**src/sv/ntim_pkg.sv**
```systemverilog
// package for the note target interval matcher
// holds widths, command/action/policy/register codes and the log2 of 440 constant; no dependencies
package ntim_pkg;

    localparam int TimeW   = 52;
    localparam int PitchW  = 16;
    localparam int DefMaxTargets = 64;

    localparam logic [1:0] CmdClear = 2'd0;
    localparam logic [1:0] CmdLoad  = 2'd1;
    localparam logic [1:0] CmdNote  = 2'd2;

    localparam logic [1:0] ActLeave  = 2'd0;
    localparam logic [1:0] ActShift  = 2'd1;
    localparam logic [1:0] ActMute   = 2'd2;

    localparam logic [1:0] PolLeave   = 2'd0;
    localparam logic [1:0] PolMute    = 2'd1;
    localparam logic [1:0] PolNearest = 2'd2;

    localparam logic [1:0] RegRate   = 2'd0;
    localparam logic [1:0] RegRatio  = 2'd1;
    localparam logic [1:0] RegMaxCor = 2'd2;
    localparam logic [1:0] RegPolicy = 2'd3;

    localparam logic signed [40:0] Log2Of440 = 41'sd575495;

endpackage

```
**src/sv/ntim_log2.sv**
```systemverilog
// iterative log2 of a 32 bit value into Q5.16, one squaring per cycle
// depends on ntim_pkg
module ntim_log2 (
    input  logic        i_clk,
    input  logic        i_rst_n,
    input  logic        i_start,
    input  logic [31:0] i_value,
    output logic        o_done,
    output logic [20:0] o_log
);
    import ntim_pkg::*;

    logic [32:0] r_m, n_m;
    logic [4:0]  r_msb, n_msb;
    logic [15:0] r_frac, n_frac;
    logic [4:0]  r_cnt, n_cnt;
    logic        r_busy, n_busy;
    logic        r_done, n_done;
    logic [65:0] w_sq;
    logic [34:0] w_sh;

    assign w_sq = r_m * r_m;
    assign w_sh = w_sq[65:31];

    always_comb begin
        n_m = r_m;
        n_msb = r_msb;
        n_frac = r_frac;
        n_cnt = r_cnt;
        n_busy = r_busy;
        n_done = 1'b0;
        if (i_start) begin
            n_msb = 5'd0;
            for (int k = 0; k < 32; k++) begin
                if (i_value[k]) n_msb = 5'(k);
            end
            n_m = {1'b0, i_value << (5'd31 - n_msb)};
            n_frac = '0;
            n_cnt = '0;
            n_busy = 1'b1;
        end else if (r_busy) begin
            if (w_sh[32]) begin
                n_m = w_sh[33:1];
                n_frac = {r_frac[14:0], 1'b1};
            end else begin
                n_m = w_sh[32:0];
                n_frac = {r_frac[14:0], 1'b0};
            end
            n_cnt = r_cnt + 5'd1;
            if (r_cnt == 5'd15) begin
                n_busy = 1'b0;
                n_done = 1'b1;
            end
        end
    end

    always_ff @(posedge i_clk) begin
        if (!i_rst_n) begin
            r_busy <= 1'b0;
            r_done <= 1'b0;
        end else begin
            r_busy <= n_busy;
            r_done <= n_done;
        end
        r_m <= n_m;
        r_msb <= n_msb;
        r_frac <= n_frac;
        r_cnt <= n_cnt;
    end

    assign o_done = r_done;
    assign o_log = {r_msb, r_frac};
endmodule

```
**config.mk**
```make
export PLATFORM = sky130hd
export DESIGN_NAME = ntim_log2
export DESIGN_NICKNAME = d
export VERILOG_FILES = /design/src/sv/ntim_pkg.sv /design/src/sv/ntim_log2.sv
export SDC_FILE = /design/constraint.sdc
export NUM_CORES = 2
export LEC_CHECK = 0
export BUFFER_PORTS_ARGS = -buffer_cell sky130_fd_sc_hd__buf_2
export CAP_MARGIN = 15
export CORE_UTILIZATION = 40
export DETAILED_ROUTE_END_ITERATION = 7
export PLACE_DENSITY_LB_ADDON = 0.1
export SLEW_MARGIN = 25
export SYNTH_ARGS = -nofsm -noshare
export SYNTH_HDL_FRONTEND = slang
export SYNTH_SLANG_ARGS = --single-unit
```
**constraint.sdc**
```tcl
create_clock -name i_clk -period 17.15 [get_ports i_clk]
set_input_delay 4.2875 -clock i_clk [delete_from_list [all_inputs] [get_ports i_clk]]
set_output_delay 4.2875 -clock i_clk [all_outputs]
set_load 0.01 [all_outputs]
```
==> summary.md <==
• 107 — floorplan row count
• 0 — count of final setup violators
• 0.0671 — area fraction in compound gates after synthesis
• 7440 ps — Worst R2R Setup Slack
• 0.0348 mm^2 — total standard cell area after synthesis
• 4976 — fin nets
• 61 — total of flip-flops plus latches after synthesis
• 0 — DRC Markers
• 5006 — syn nets
• 9.05 um^2 — Mapped Avg Cell Area
• 0.301 — Relative slew margins
• sky130_fd_sc_hd__inv_1 — most frequent cell after synthesis
• 3842 — Syn Inst Count
• sky130_fd_sc_hd__edfxtp_1 — Main synth FF type
• 0 — Max Transition Viols Final
• 24700 — detailed-route via count
• 1050 ps — Worst Max-Slew Pin Slew
• 0 — number of gates resized after cts
• 57 — number of top-level design ports
• r_cnt[4] — Hold Path Sink
• reg2reg — class of the most critical hold timing path
• 680 ps — crit-path max cell delay
• 1284 — number of DRC violations after detailed-routing iteration 0
• 20.2 um — detailed-route wire length per cell
• 0.406 — starting utilization of the core area
• 3 — H-tree lvl count
• 0 — aggregate global routing overflow
• 27 — critical path fanouts, max
• 103 MHz — highest achievable clock rate
• adder cells — largest family of logic cells by synthesized area
• 1160 x sky130_fd_sc_hd__inv_1, 859 x sky130_fd_sc_hd__fa_1, 360 x sky130_fd_sc_hd__nand2_1, 270 x sky130_fd_sc_hd__ha_1, 204 x sky130_fd_sc_hd__and2_1 — leading cell types by count after synthesis
• 0.885 — Final GP Congestion
• 0.495 — Synth top area share
• built — clock tree from TritonCTS
• 0 — number of violations of the max-capacitance limit
• 2 — number of buffers between clock root and the deepest sink
• 297 um — Vert. Die Dim
• 9 — Num CTS Buffers
• 0 — share of flip-flops with an asynchronous set or reset after synthesis
• 4945 — Cell Count Post-Placement
• 0.566 — share of the clock period used by the worst path
• 2 — instance count along the most critical hold path
• 0.0881 mm^2 — total die area
• 5 — First-pass DRT Iterations
• r_m[18] — capture point of the worst reg-to-reg path
• 0 — YS warnings
• 61 — number of sinks handled by clock tree synthesis
• 340 ps — clock network latency to the later pin of the worst-skew pair
• 60 ps — clock-pin slew on the worst setup and hold paths
• sky130_fd_sc_hd__fa_1 — most frequent cell on the critical path
• 0 — count of antenna-violating nets left after detailed routing
• 56 — count of input and output buffers
• 0.0143 — area share of xor/xnor cells in the synthesized design
• 38 — maximum number of pins on one net before global-route repair
• register — kind of end point of the critical path
• 79700 um — HPWL Detailed
• sky130_fd_sc_hd__nor4_1 — Critical-path top delay cell
• 0.236 — total routing usage reported by global routing
• no — setup repair after global routing missed its margin
• 0 — hold-fix buffer count after cts
• 97 — number of library cell types mapped by synthesis
• 3 — number of antenna violations at the first check in global routing
• 17230 ps — Required @ worst endpoint
• 0.0458 — share of the yosys chip area belonging to registers
• 4.98 — average vias per placed instance
• 0.592 — post-synthesis share of cell area spent on full adders, half adders and majority gates
• 490 ps — final worst hold slack
• sky130_fd_sc_hd__fa_1 — largest area contributor in the netlist
• 9790 ps — arrival time worst endpoint
• 9710 ps — minimum clock period after layout
• 0.0419 — share of cells above drive strength 1
• 26 — cell count of the worst reg-to-reg path
• 12.9 ps — final setup skew
• 4961 — Non-Filler Instances
• 297 um — Die W
• 0 ps — final setup TNS
• 5.15% — Syn-to-layout area delta
• complete, no violations — status
• 0 — post-CTS setup buffer count
• 27600 — vias in the first global route
• register — Startpoint Class
• 0.125 — basic-gate share of the synthesized area counting and, or, nand and nor cells
• 0.0130 — mux cell area share after synthesis
• 0.0857 mm^2 — area inside the core boundary
• r_m[17] — source of the worst register-to-register timing path
• 100000 um — wire length reported by the detailed router
• r_cnt[4] — Worst Min Path Start
• 160000 um — global-route wire length before repair
• 0 — number of antenna cells inserted
• sky130_fd_sc_hd__clkbuf_16 — clock tree root buffer cell
• sky130_fd_sc_hd__fa_1 49%, sky130_fd_sc_hd__inv_1 13%, sky130_fd_sc_hd__ha_1 9.7%, sky130_fd_sc_hd__nand2_1 3.9%, sky130_fd_sc_hd__and2_1 3.7% — top area cells in the synthesized netlist
• 0 — final hold viol count
• reg2reg — worst setup path category
• 37 — count of flip-flops with a built-in enable after synthesis
-- cells by family (layout without fill, tap and decap cells) --
logic type | after synthesis | after routing
compound gates | 345 | 345
buf+inv | 1313 | 1288
flops | 61 | 61
mux | 44 | 44
xor+xnor | 56 | 56
simple gates | 894 | 894
fa+ha+maj | 1129 | 1129
-- placed cells by master (no fill, tap or decap), drive strengths merged, types with 5 or more instances in the layout --
cell,n
ha,270
nand4,19
o21a,5
and4,6
a21o,22
nor4,13
o31ai,12
o211ai,12
or2,12
nor2,142
nand3,53
a311oi,6
a21oi,85
edfxtp,37
a211oi,21
a21boi,9
o21ai,71
fa,859
nand2b,12
clkbuf,14
or3,5
xor2,25
and3,14
o21bai,12
o221ai,13
mux2i,39
inv,1167
o31a,6
nand2,360
a22oi,5
dfxtp,24
buf,104
nor3,25
and2,204
xnor2,31
a31oi,19
mux2,5
nor2b,13
-- area by class of cell --
class	count	area (um^2)
clock inverter	2	13.8
tap	1144	1430
sequential	61	1590
clock buffer	14	285
fill	8703	49100
inverter	1168	4380
timing repair buffer	104	641
multi-input combinational	2468	28200
-- through the flow --
| stage | setup WS, ps | area (um^2) | utilization |
|---|---|---|---|
| after floorplan | 9250 | 34800 | - |
| final | 7440 | 36600 | 0.427 |
| after CTS | 7580 | 36600 | 0.427 |
| after detailed placement | 7610 | 36300 | 0.423 |
| after global placement | 7670 | 36300 | 0.423 |
| after global routing | 7160 | 36600 | 0.427 |
-- per-layer routing --
| metal | wire length (um) | GRT usage |
|---|---|---|
| met5 | 0 | 0 |
| met2 | 50700 | 0.419 |
| met1 | 43400 | 0.316 |
| met3 | 3790 | 0.0176 |
| met4 | 2190 | 0.0465 |
-- worst max-delay path: cells and delay by family, from the launching register on --
| family | cells | cell delay (ps) |
|---|---|---|
| DFF | 1 | 320 |
| xor gates and xnor gates | 1 | 280 |
| and+or+nand+nor | 6 | 2250 |
| buffers and inverters | 6 | 1260 |
| adders and majority gates | 9 | 4350 |
| AOI/OAI and AO/OA | 4 | 940 |
-- registers in the layout, indices dropped and copies added (netlist names) --
| register | cells |
|---|---|
| r_m | 33 |
| r_frac | 16 |
| r_cnt | 5 |
| r_msb | 5 |
| o_done | 1 |
| r_busy | 1 |
-- how the worst max path moves through the flow --
| stage | startpoint | to | slack, ps | depth (start not counted) |
|---|---|---|---|---|
| 6_report | r_m[17] | r_m[18] | 7440 | 26 |
| 5_1_grt | r_m[17] | r_m[18] | 7160 | 26 |
| 4_1_cts | r_m[17] | r_m[18] | 7580 | 26 |
| 3_5_place_dp | r_m[17] | r_m[18] | 7610 | 26 |
| 3_3_place_gp | r_m[17] | r_m[18] | 7670 | 26 |
| 2_1_floorplan | r_m[26] | r_m[18] | 9250 | 27 |
Power is not shown: default switching activity piles up to over one toggle a cycle in this logic, so the estimate is an artifact.
